## src/rtl/ffdc_pkg.sv

```systemverilog
package ffdc_pkg;

	localparam int unsigned CharW = 8;
	localparam int unsigned MaxRes = 3;

	typedef logic [CharW-1:0] char_t;

	typedef enum logic [2:0] {
		ST_OK       = 3'd0,
		ST_NO_DIR   = 3'd1,
		ST_NO_TYPE  = 3'd2,
		ST_BAD_TYPE = 3'd3,
		ST_TOO_MANY = 3'd4
	} status_t;

	// one input item worth of results: cnt entries, the last one final when fin
	typedef struct packed {
		logic [1:0]                   cnt;
		logic [MaxRes-1:0][CharW-1:0] ch;
		logic                         fin;
		status_t                      st;
	} cmd_t;

	localparam char_t CH_NUL = 8'h00;
	localparam char_t CH_PCT = 8'h25;
	localparam char_t CH_DOT = 8'h2E;
	localparam char_t CH_L   = 8'h4C;

endpackage

```

## src/rtl/ffdc_in_if.sv

```systemverilog
interface ffdc_in_if;
	logic       valid;
	logic       ready;
	logic [7:0] char_in;

	modport source (output valid, output char_in, input ready);
	modport sink (input valid, input char_in, output ready);
endinterface

```

## src/rtl/ffdc_out_if.sv

```systemverilog
interface ffdc_out_if;
	logic       valid;
	logic       ready;
	logic [7:0] out_char;
	logic [2:0] status;
	logic       last;

	modport source (output valid, output out_char, output status, output last, input ready);
	modport sink (input valid, input out_char, input status, input last, output ready);
endinterface

```

## src/rtl/ffdc_front.sv

```systemverilog
module ffdc_front (
	input  logic          clk,
	input  logic          arst_n,
	ffdc_in_if.sink       din,
	output ffdc_pkg::cmd_t cmd,
	output logic          push,
	input  logic          push_ready
);
	import ffdc_pkg::*;

	typedef enum logic [2:0] {
		PH_PREFIX,
		PH_PREFIX_PCT,
		PH_FLAGS,
		PH_WIDTH,
		PH_PREC,
		PH_SUFFIX,
		PH_SUFFIX_PCT,
		PH_DRAIN
	} phase_t;

	typedef struct packed {
		logic [1:0] n;
		char_t      a;
		char_t      b;
		logic       fin;
		status_t    st;
		phase_t     nxt;
	} dres_t;

	function automatic logic is_flag(char_t c);
		return c == 8'h2D || c == 8'h2B || c == 8'h23 || c == 8'h30 ||
			c == 8'h20 || c == 8'h27;
	endfunction

	function automatic logic is_digit(char_t c);
		return c >= 8'h30 && c <= 8'h39;
	endfunction

	function automatic logic is_type(char_t c);
		return c == 8'h65 || c == 8'h66 || c == 8'h67 || c == 8'h61 ||
			c == 8'h45 || c == 8'h46 || c == 8'h47 || c == 8'h41;
	endfunction

	function automatic dres_t dir_step(phase_t p, char_t c);
		dres_t r;
		r     = '0;
		r.st  = ST_OK;
		r.nxt = p;
		r.n   = 2'd1;
		priority if (c == CH_NUL) begin
			r.fin = 1'b1;
			r.st  = ST_NO_TYPE;
			r.nxt = PH_PREFIX;
		end else if (is_type(c)) begin
			r.n   = 2'd2;
			r.a   = CH_L;
			r.b   = c;
			r.nxt = PH_SUFFIX;
		end else if (p == PH_FLAGS && is_flag(c)) begin
			r.a = c;
		end else if (is_digit(c)) begin
			r.a = c;
			if (p != PH_PREC) r.nxt = PH_WIDTH;
		end else if (c == CH_DOT && p != PH_PREC) begin
			r.a   = c;
			r.nxt = PH_PREC;
		end else begin
			r.fin = 1'b1;
			r.st  = ST_BAD_TYPE;
			r.nxt = PH_DRAIN;
		end
		return r;
	endfunction

	phase_t phase_q, phase_nxt;
	dres_t  d;
	char_t  c;
	logic   accept;

	assign c        = din.char_in;
	assign din.ready = push_ready;
	assign accept   = din.valid && push_ready;
	assign push     = accept && (cmd.cnt != 2'd0);

	always_comb begin
		cmd       = '0;
		cmd.st    = ST_OK;
		phase_nxt = phase_q;
		d         = dir_step(PH_FLAGS, c);
		unique case (phase_q)
			PH_PREFIX: begin
				if (c == CH_NUL) begin
					cmd.cnt = 2'd1;
					cmd.fin = 1'b1;
					cmd.st  = ST_NO_DIR;
				end else if (c == CH_PCT) begin
					phase_nxt = PH_PREFIX_PCT;
				end else begin
					cmd.cnt   = 2'd1;
					cmd.ch[0] = c;
				end
			end
			PH_PREFIX_PCT: begin
				if (c == CH_PCT) begin
					cmd.cnt   = 2'd2;
					cmd.ch[0] = CH_PCT;
					cmd.ch[1] = CH_PCT;
					phase_nxt = PH_PREFIX;
				end else if (c == CH_NUL) begin
					cmd.cnt   = 2'd1;
					cmd.fin   = 1'b1;
					cmd.st    = ST_NO_TYPE;
					phase_nxt = PH_PREFIX;
				end else begin
					cmd.cnt   = d.n + 2'd1;
					cmd.ch[0] = CH_PCT;
					cmd.ch[1] = d.a;
					cmd.ch[2] = d.b;
					cmd.fin   = d.fin;
					cmd.st    = d.st;
					phase_nxt = d.nxt;
				end
			end
			PH_FLAGS, PH_WIDTH, PH_PREC: begin
				d         = dir_step(phase_q, c);
				cmd.cnt   = d.n;
				cmd.ch[0] = d.a;
				cmd.ch[1] = d.b;
				cmd.fin   = d.fin;
				cmd.st    = d.st;
				phase_nxt = d.nxt;
			end
			PH_SUFFIX: begin
				if (c == CH_NUL) begin
					cmd.cnt   = 2'd1;
					cmd.fin   = 1'b1;
					phase_nxt = PH_PREFIX;
				end else if (c == CH_PCT) begin
					phase_nxt = PH_SUFFIX_PCT;
				end else begin
					cmd.cnt   = 2'd1;
					cmd.ch[0] = c;
				end
			end
			PH_SUFFIX_PCT: begin
				cmd.cnt = (c == CH_PCT) ? 2'd2 : 2'd1;
				if (c == CH_PCT) begin
					cmd.ch[0] = CH_PCT;
					cmd.ch[1] = CH_PCT;
					phase_nxt = PH_SUFFIX;
				end else begin
					cmd.fin   = 1'b1;
					cmd.st    = ST_TOO_MANY;
					phase_nxt = (c == CH_NUL) ? PH_PREFIX : PH_DRAIN;
				end
			end
			PH_DRAIN: begin
				if (c == CH_NUL) phase_nxt = PH_PREFIX;
			end
			default: phase_nxt = PH_PREFIX;
		endcase
	end

	always_ff @(posedge clk or negedge arst_n) begin
		if (!arst_n) begin
			phase_q <= PH_PREFIX;
		end else if (accept) begin
			phase_q <= phase_nxt;
		end
	end

endmodule

```

## src/rtl/ffdc_fifo.sv

```systemverilog
module ffdc_fifo #(
	parameter int unsigned Depth = 4
) (
	input  logic           clk,
	input  logic           arst_n,
	input  logic           push,
	input  ffdc_pkg::cmd_t wr_data,
	output logic           wr_ready,
	input  logic           pop,
	output ffdc_pkg::cmd_t rd_data,
	output logic           rd_valid
);
	import ffdc_pkg::*;

	localparam int unsigned PtrW = (Depth > 1) ? $clog2(Depth) : 1;
	localparam int unsigned CntW = $clog2(Depth + 1);
	localparam logic [PtrW-1:0] LastPtr = PtrW'(Depth - 1);
	localparam logic [CntW-1:0] Full = CntW'(Depth);

	cmd_t            mem_q [Depth];
	logic [PtrW-1:0] wr_ptr_q, rd_ptr_q;
	logic [CntW-1:0] count_q;
	logic            do_push, do_pop;

	assign wr_ready = count_q != Full;
	assign rd_valid = count_q != '0;
	assign do_push  = push && wr_ready;
	assign do_pop   = pop && rd_valid;
	assign rd_data  = mem_q[rd_ptr_q];

	always_ff @(posedge clk) begin
		if (do_push) mem_q[wr_ptr_q] <= wr_data;
	end

	always_ff @(posedge clk or negedge arst_n) begin
		if (!arst_n) begin
			wr_ptr_q <= '0;
			rd_ptr_q <= '0;
			count_q  <= '0;
		end else begin
			if (do_push) wr_ptr_q <= (wr_ptr_q == LastPtr) ? '0 : wr_ptr_q + 1'b1;
			if (do_pop) rd_ptr_q <= (rd_ptr_q == LastPtr) ? '0 : rd_ptr_q + 1'b1;
			if (do_push && !do_pop) count_q <= count_q + 1'b1;
			else if (do_pop && !do_push) count_q <= count_q - 1'b1;
		end
	end

endmodule

```

## src/rtl/ffdc_back.sv

```systemverilog
module ffdc_back (
	input  logic           clk,
	input  logic           arst_n,
	input  ffdc_pkg::cmd_t cmd,
	input  logic           cmd_valid,
	output logic           pop,
	ffdc_out_if.source     dout
);
	import ffdc_pkg::*;

	logic [1:0] idx_q;
	logic       load, at_end;
	logic       valid_q;
	char_t      char_q;
	status_t    st_q;
	logic       last_q;

	assign load   = cmd_valid && (!valid_q || dout.ready);
	assign at_end = idx_q == (cmd.cnt - 2'd1);
	assign pop    = load && at_end;

	assign dout.valid    = valid_q;
	assign dout.out_char = char_q;
	assign dout.status   = st_q;
	assign dout.last     = last_q;

	always_ff @(posedge clk or negedge arst_n) begin
		if (!arst_n) begin
			valid_q <= 1'b0;
			idx_q   <= '0;
		end else begin
			if (load) begin
				valid_q <= 1'b1;
				idx_q   <= at_end ? 2'd0 : idx_q + 2'd1;
			end else if (dout.ready) begin
				valid_q <= 1'b0;
			end
		end
	end

	always_ff @(posedge clk) begin
		if (load) begin
			char_q <= (idx_q < 2'd3) ? cmd.ch[idx_q] : CH_NUL;
			st_q   <= (at_end && cmd.fin) ? cmd.st : ST_OK;
			last_q <= at_end && cmd.fin;
		end
	end

endmodule

```

## src/rtl/float_format_directive_checker_top.sv

```systemverilog
// Path: an item's first result passes through the command queue, then the output register.
// Throughput: one item per cycle while each item yields at most one result and dout.ready
// stays high; an item yielding two or three results holds the output port until all are sent,
// set by the single output register draining the command queue one result per cycle.
// Reset (arst_n low, asynchronous): parse phase back to prefix, queue and output emptied.
module float_format_directive_checker_top #(
	parameter int unsigned QDepth = 4
) (
	input  logic        clk,
	input  logic        arst_n,
	ffdc_in_if.sink     din,
	ffdc_out_if.source  dout
);
	import ffdc_pkg::*;

	cmd_t front_cmd, head_cmd;
	logic push, push_ready, pop, head_valid;

	ffdc_front u_front (
		.clk        (clk),
		.arst_n     (arst_n),
		.din        (din),
		.cmd        (front_cmd),
		.push       (push),
		.push_ready (push_ready)
	);

	ffdc_fifo #(.Depth(QDepth)) u_fifo (
		.clk      (clk),
		.arst_n   (arst_n),
		.push     (push),
		.wr_data  (front_cmd),
		.wr_ready (push_ready),
		.pop      (pop),
		.rd_data  (head_cmd),
		.rd_valid (head_valid)
	);

	ffdc_back u_back (
		.clk       (clk),
		.arst_n    (arst_n),
		.cmd       (head_cmd),
		.cmd_valid (head_valid),
		.pop       (pop),
		.dout      (dout)
	);

endmodule

```

## src/flat_wrapper.sv

```systemverilog
// flat-port wrapper written by rule: the top's interface ports become plain ports
module float_format_directive_checker_top_flat import ffdc_pkg::*;
#(
	parameter int unsigned QDepth = 4
)
  (clk, arst_n, din_valid, din_char_in, din_ready, dout_valid, dout_out_char, dout_status, dout_last, dout_ready);
  ffdc_in_if din_i ();
  ffdc_out_if dout_i ();
  input  logic clk;
  input  logic arst_n;
  input wire logic [$bits(din_i.valid)-1:0] din_valid;
  input wire logic [$bits(din_i.char_in)-1:0] din_char_in;
  output wire logic [$bits(din_i.ready)-1:0] din_ready;
  output wire logic [$bits(dout_i.valid)-1:0] dout_valid;
  output wire logic [$bits(dout_i.out_char)-1:0] dout_out_char;
  output wire logic [$bits(dout_i.status)-1:0] dout_status;
  output wire logic [$bits(dout_i.last)-1:0] dout_last;
  input wire logic [$bits(dout_i.ready)-1:0] dout_ready;
  assign din_i.valid = din_valid;
  assign din_i.char_in = din_char_in;
  assign din_ready = din_i.ready;
  assign dout_valid = dout_i.valid;
  assign dout_out_char = dout_i.out_char;
  assign dout_status = dout_i.status;
  assign dout_last = dout_i.last;
  assign dout_i.ready = dout_ready;
  float_format_directive_checker_top #(.QDepth(QDepth)) u_core (.clk(clk), .arst_n(arst_n), .din(din_i), .dout(dout_i));
endmodule
```

## config.mk

```make
export PLATFORM = sky130hd
export DESIGN_NAME = float_format_directive_checker_top_flat
export DESIGN_NICKNAME = d
export VERILOG_FILES = /design/src/rtl/ffdc_pkg.sv /design/src/rtl/ffdc_in_if.sv /design/src/rtl/ffdc_out_if.sv /design/src/rtl/ffdc_front.sv /design/src/rtl/ffdc_fifo.sv /design/src/rtl/ffdc_back.sv /design/src/rtl/float_format_directive_checker_top.sv /design/src/flat_wrapper.sv
export SDC_FILE = /design/constraint.sdc
export NUM_CORES = 1
export LEC_CHECK = 0
export BUFFER_PORTS_ARGS = -buffer_cell sky130_fd_sc_hd__buf_2
export CORE_MARGIN = 3
export CORE_UTILIZATION = 45
export DETAILED_ROUTE_END_ITERATION = 10
export PLACE_DENSITY = 0.57
export SYNTH_ARGS = -nofsm -noshare
export SYNTH_HDL_FRONTEND = slang
export SYNTH_SLANG_ARGS = --single-unit
```

## constraint.sdc

```tcl
create_clock -name clk -period 2.9 [get_ports clk]
set_input_delay 0.58 -clock clk [delete_from_list [all_inputs] [get_ports clk]]
set_output_delay 0.58 -clock clk [all_outputs]
set_load 0.1 [all_outputs]
```

# Word-level counts from Yosys, hierarchy flattened
# Memories as Yosys holds them, arrays and structs flattened.
# Index checks and enable logic that the tools add are counted.
# W data, S select, Z words.
# classes
n_lt_le_gt_ge,4
add_sub_neg,7
muxes,70
n_eq_ne,34
n_reduce_logical,37
# ops
cell,n
$mux W8,14
$eq A8 B6 Y1 const B,8
$eq A8 B7 Y1 const B,8
$mux W3,16
$pmux W9 S5,1
$mux W4,10
$mux W18,2
$mux W24,1
$pmux W8 S3,1
$mux W7,3
$mux W2,9
$pmux W3 S6,1
$bmux W8 S2,1
$mux W16,1
$mux W14,1
$logic_or A1 B1 Y1,13
$eq A3 B3 Y1 const B,4
$logic_and A1 B1 Y1,12
$pmux W3 S4,1
$ne A3 B3 Y1 const B,3
$add A2 B1 Y2 const B,4
$ge A8 B6 Y1 const B,1
$le A8 B6 Y1 const B,1
$logic_not A8 Y1,1
21 further kinds,35
# word_totals
elab_cells,162
out_inout_bits,14
regBits,25
input_bits,12
ram_bits,120
mem_count,1
# mem_list
memory,words,width,rd,rd_clocked_by_memory_dff,write_ports,line_no,source
u_core.u_fifo.mem_q,4,30,1,0,1,ffdc_fifo.sv:20,cmd_t mem_q [Depth];

# Logic depth before layout (Yosys ltp)
# logic_depth
ltp_word,21
mapped_depth,12
depth_no_buf,11

# Cells and area by module
# A second synthesis with hierarchy kept.
# hier_totals
cells_unflattened,451
hier_area_um2,6784.0
# by_module_without_submodules
module,instances,seq_area_each_um2,cells_per_inst,area_per_inst_um2
ffdc_fifo,1,3778.6,194,4809.6
ffdc_front,1,75.1,180,1139.8
ffdc_back,1,435.4,77,834.6

# Least setup slack after synthesis
# OpenSTA, ideal clock, no wires.
# synth_timing
kind,reg2reg
start,reg u_core.u_fifo.count_q[0]
end,"mem u_core.u_fifo.mem_q[3][0] (netlist bit), enable pin"
path_stages_with_launch,6
arrival_ns,2.346
period_less_slack_ns,2.735
n_path_buf,0
required_time_ns,2.510
setup_time_ns,0.390
slack_ns,0.165
path_cell_list,dfrtp_1 -> nor2_1 -> nand2_1 -> nand2_1 -> nor2_1 -> and2_1
# synth_between
elab_chain_cells,6
# synth_rtl
element,line_no,source
start: declaration,ffdc_fifo.sv:22,logic [CntW-1:0] count_q;
start signal: assignment,ffdc_fifo.sv:43,if (do_push && !do_pop) count_q <= count_q + 1'b1;
start signal: assignment,ffdc_fifo.sv:44,else if (do_pop && !do_push) count_q <= count_q - 1'b1;
$ne A3 B3 Y1 *,ffdc_fifo.sv:25,assign wr_ready = count_q != Full;
via din_ready,flat_wrapper.sv:13,output wire logic [$bits(din_i.ready)-1:0] din_ready;
$logic_and A1 B1 Y1,ffdc_front.sv:83,assign accept = din.valid && push_ready;
$logic_and A1 B1 Y1,ffdc_front.sv:84,assign push = accept && (cmd.cnt != 2'd0);
$logic_and A1 B1 Y1 *,ffdc_fifo.sv:27,assign do_push = push && wr_ready;
via u_core.u_fifo.do_push,ffdc_fifo.sv:23,"logic do_push, do_pop;"
$mux W1 *,ffdc_fifo.sv:32,if (do_push) mem_q[wr_ptr_q] <= wr_data;
$mux W1 (not written as such) *,ffdc_fifo.sv:32,
end: declaration,ffdc_fifo.sv:20,
# The timed path passes the listed nets; every way through them passes the cells marked *.

# Final worst setup path
# layout_timing
start,reg u_core.u_fifo.rd_ptr_q[0]
end,reg u_core.u_fifo.count_q[2]
# layout_between
elab_chain_cells,8
elab_cells_between_ends,10
classes_between,1 x add/sub; 1 x eq/ne; 1 x mux; 6 x reduce/logical; 1 x memory
# layout_rtl
element,line_no,source
start: declaration,ffdc_fifo.sv:21,"logic [PtrW-1:0] wr_ptr_q, rd_ptr_q;"
start signal: assignment,ffdc_fifo.sv:42,if (do_pop) rd_ptr_q <= (rd_ptr_q == LastPtr) ? '0 : rd_ptr_q + 1'b1;
$mem_v2 Z4 W30 *,n/a,
$sub A2 B1 Y2 *,ffdc_back.sv:19,assign at_end = idx_q == (cmd.cnt - 2'd1);
$eq A2 B2 Y1 *,ffdc_back.sv:19,
$logic_and A1 B1 Y1 *,ffdc_back.sv:20,assign pop = load && at_end;
$logic_and A1 B1 Y1 *,ffdc_fifo.sv:28,assign do_pop = pop && rd_valid;
$logic_not A1 Y1,ffdc_fifo.sv:43,
$logic_and A1 B1 Y1,ffdc_fifo.sv:43,
$mux W3 / $reduce_bool A2 Y1 (equally long branches),n/a,
# Mark *: on every way between the ends. The rest lies on a longest branch, timed or not.
# A chain may end at the register's enable or synchronous reset.

==> results.sh <==
export IMPL_outcome="finished, final reports clean"
export IMPL_area_growth_pct=17.4
export IMPL_path_cells="mux4_2 -> xnor2_2 -> mux2i_1 -> nor2_1 -> inv_1 -> ha_1 -> inv_1 -> fa_1 -> xor2_1 -> nor2_1 -> xor2_1"
export IMPL_cp_data_arrival_time_ns=3.08
export IMPL_ff2ff_setup_slack_ns=0.16
export IMPL_clkSinkCount=145
export IMPL_viasPerCell=5.55
export IMPL_peakVddDrop_uv=402
export IMPL_synth_top_area_share_pct=60.8
export IMPL_grt_use_total_pct=18.0
export IMPL_avgSynthCellArea_um2=15.3
export IMPL_die_y_um=126
export IMPL_path_max_fanout=4
export IMPL_min_period_ns=2.74
export IMPL_yosys_warnings=0
export IMPL_hold_buffers=0
export IMPL_tns_ns=0
export IMPL_skew_ns=0.00634
export IMPL_cp_slowest_stage_delay_ns=0.55
export IMPL_die_area_um2=16000
export IMPL_slowest_stage="mux4_2"
export IMPL_worst_setup_hold_path_clk_slew_ns=0.06
export IMPL_synth_simple_area_share_pct=9.57
export IMPL_synth_common_cells="132 x edfxtp_1, 40 x nor2_1, 30 x mux4_2"
export IMPL_yosys_top_cells_area="edfxtp_1 61%, mux4_2 10%, dfrtp_1 5.0%"
export IMPL_synth_xor_area_share_pct=0.537
export IMPL_seqCellArea_um2=4290
export IMPL_synth_compound_area_share_pct=7.08
export IMPL_synth_cell_type_count=58
export IMPL_via_count=3786
export IMPL_r2r_end="u_core.u_fifo.count_q[2]"
export IMPL_synth_edf_count=132
export IMPL_p_per_area_nw_per_um2=1170
export IMPL_numCtsBuffers=17
export IMPL_synth_area_mux_share_pct=13.1
export IMPL_dp_slack_ns=0.111
export IMPL_drt_first_pass_iters=4
export IMPL_antenna_found_initial=0
export IMPL_antenna_left=0
export IMPL_setup_violations_final=0
export IMPL_clock_latency_ns=0.41
export IMPL_grt_setup_unrepaired="no"
export IMPL_dpl_hpwl_um=8820
export IMPL_fillCellCount=1129
export IMPL_tightestPinTransition_ns=0.690
export IMPL_required_ns=3.24
export IMPL_core_region_area_um2=14000
export IMPL_hold_violations=0
export IMPL_clockBufferDepth=2
export IMPL_synth_seq_cells=145
export IMPL_power_leakage_uw=0.00280
export IMPL_crit_path_end_kind="flip-flop"
export IMPL_cts_tree="yes"
export IMPL_fp_dieW_um=126
export IMPL_syn_cell_area_um2=6520
export IMPL_n_antenna_cell=0
export IMPL_synth_cells=426
export IMPL_fin_ws_ns=0.161
export IMPL_clock_root_buffer="clkbuf_16"
export IMPL_r2r_worst_path_cells=11
export IMPL_critPathKind="reg2reg"
export IMPL_wl_per_cell_um=19.9
export IMPL_hold_path_class="in2async"
export IMPL_crit_family="multiplexers"
export IMPL_postLayoutCellArea_um2=7660
export IMPL_critPathBufInv=2
export IMPL_layout_drive_gt1_share_pct=24.1
export IMPL_wl_um=13600
export IMPL_min_period_over_period_pct=94.4
export IMPL_drtIter0Drc=280
export IMPL_post_route_drc_count=0
export IMPL_start_util_pct=46.4
export IMPL_num_rows=43
export IMPL_grt_pass1_wl_um=21900
export IMPL_drv_slew=0
export IMPL_cp_start_kind="flip-flop"
export IMPL_grt_pass1_vias=3905
export IMPL_finish_net_count=509
export IMPL_synthAdderAreaFrac_pct=1.65
export IMPL_io_buffers=25
export IMPL_cap_violations=0
export IMPL_yosysTopAreaCell="edfxtp_1"
export IMPL_synth_seq_area_share_pct=65.8
export IMPL_yosysMostFrequentCell="edfxtp_1"
export IMPL_dpl_instance_area_um2=7060
export IMPL_place_congestion=0.903
export IMPL_maxSlewHeadroom_pct=53.9
export IMPL_synth_async_reset_ratio_pct=8.97
export IMPL_synth_flop_cell="edfxtp_1"
export IMPL_max_freq_mhz=365
export IMPL_synth_top_family_by_area="multiplexers"
export IMPL_gr_total_overflow=0
export IMPL_grt_max_degree=31
export IMPL_r2r_start="u_core.u_fifo.rd_ptr_q[0]"
export IMPL_ios=26
export IMPL_multi_input_area_um2=2150
export IMPL_cts_max_level=4
metal layers:
layer	vias up	wire, um	track usage, %
met5	-	0	0
met2	106	6510	27.6
met4	0	121	5.93
met1	1901	6350	25.8
li1	1771	-	-
met3	8	603	4.04
sequential cells by signal, indices dropped and copies added (netlist names):
signal                       cells
u_core.u_fifo.count_q            3
u_core.u_front.phase_q           3
u_core.u_back.dout.last          1
u_core.u_back.dout.status        3
u_core.u_back.dout.out_char      8
u_core.u_back.dout.valid         1
u_core.u_fifo.wr_ptr_q           2
u_core.u_back.idx_q              2
u_core.u_fifo.mem_q            120
u_core.u_fifo.rd_ptr_q           2
final cells by class:
cell class	instances	area share, %
flip-flops and latches	145	56.0
clock inverters	13	1.88
repair buffers	52	4.93
clock buffers	19	5.65
multi-input cells	263	28.1
inverters	10	0.490
well taps	180	2.94
placed cells by master, fill, tap and decap left out, types with 3 or more instances in the layout:
cell / instances
edfxtp_1: 132
nor2_1: 40
mux4_2: 30
buf_2: 25
a21oi_1: 23
nand2_1: 23
buf_4: 23
clkbuf_16: 17
conb_1: 16
and2_1: 12
o21ai_0: 12
dfrtp_1: 12
inv_1: 10
mux2i_1: 10
mux2_2: 7
nor2b_1: 7
ha_1: 7
or3_1: 6
nor3_1: 6
clkinv_1: 5
o21bai_1: 4
buf_12: 4
a21boi_0: 3
o211ai_1: 3
nand3_1: 3
nand2b_1: 3
and4b_1: 3
a21o_1: 3
bufinv_16: 3
through the flow:
stage               cells  power [uW]  hold WS [ns]  util (%)
floorplan             441        5900         0.284         -
global placement      648        6840         0.477      50.3
detailed placement    648        6880         0.483      50.3
CTS                   680        9010        0.0570      54.4
global route          682        9460        0.0684      54.5
finish                682        8960        0.0660      54.5
kinds of logic (layout without fill, tap and decap cells):
| kind of cell | after synthesis | count (layout) |
|---|---|---|
| DFF | 145 | 145 |
| and+or+nand+nor | 118 | 118 |
| AOI/OAI and AO/OA | 70 | 70 |
| muxes | 47 | 47 |
| buffers and inverters | 33 | 94 |
| adders and majority gates | 8 | 8 |
| xor gates and xnor gates | 4 | 4 |
| other | 1 | 16 |
report_power, final:
part	internal, uW	switching (uW)
clock network	1340	786
registers	3080	245
logic	1300	2210
repair_timing:
item | 4_1_cts | 5_1_grt
endpoints found under the hold margin | 0 | 0
setup buffers | 0 | 2
resized for setup | 0 | 1
endpoints found under the setup margin | 0 | 2
how the worst max path moves through the flow:
stage	startpoint	end	slack (ns)	cells after the start
floorplan	u_core.u_fifo.count_q[0]	u_core.u_fifo.mem_q[3][0]	0.16	5
global placement	u_core.u_fifo.rd_ptr_q[0]	u_core.u_fifo.count_q[2]	0.17	11
detailed placement	u_core.u_fifo.rd_ptr_q[0]	u_core.u_fifo.count_q[2]	0.11	11
CTS	u_core.u_fifo.rd_ptr_q[0]	u_core.u_fifo.count_q[2]	0.10	11
global route	u_core.u_fifo.rd_ptr_q[0]	u_core.u_fifo.count_q[2]	0.01	11
finish	u_core.u_fifo.rd_ptr_q[0]	u_core.u_fifo.count_q[2]	0.16	11
Power figures use the tool's default switching activity.
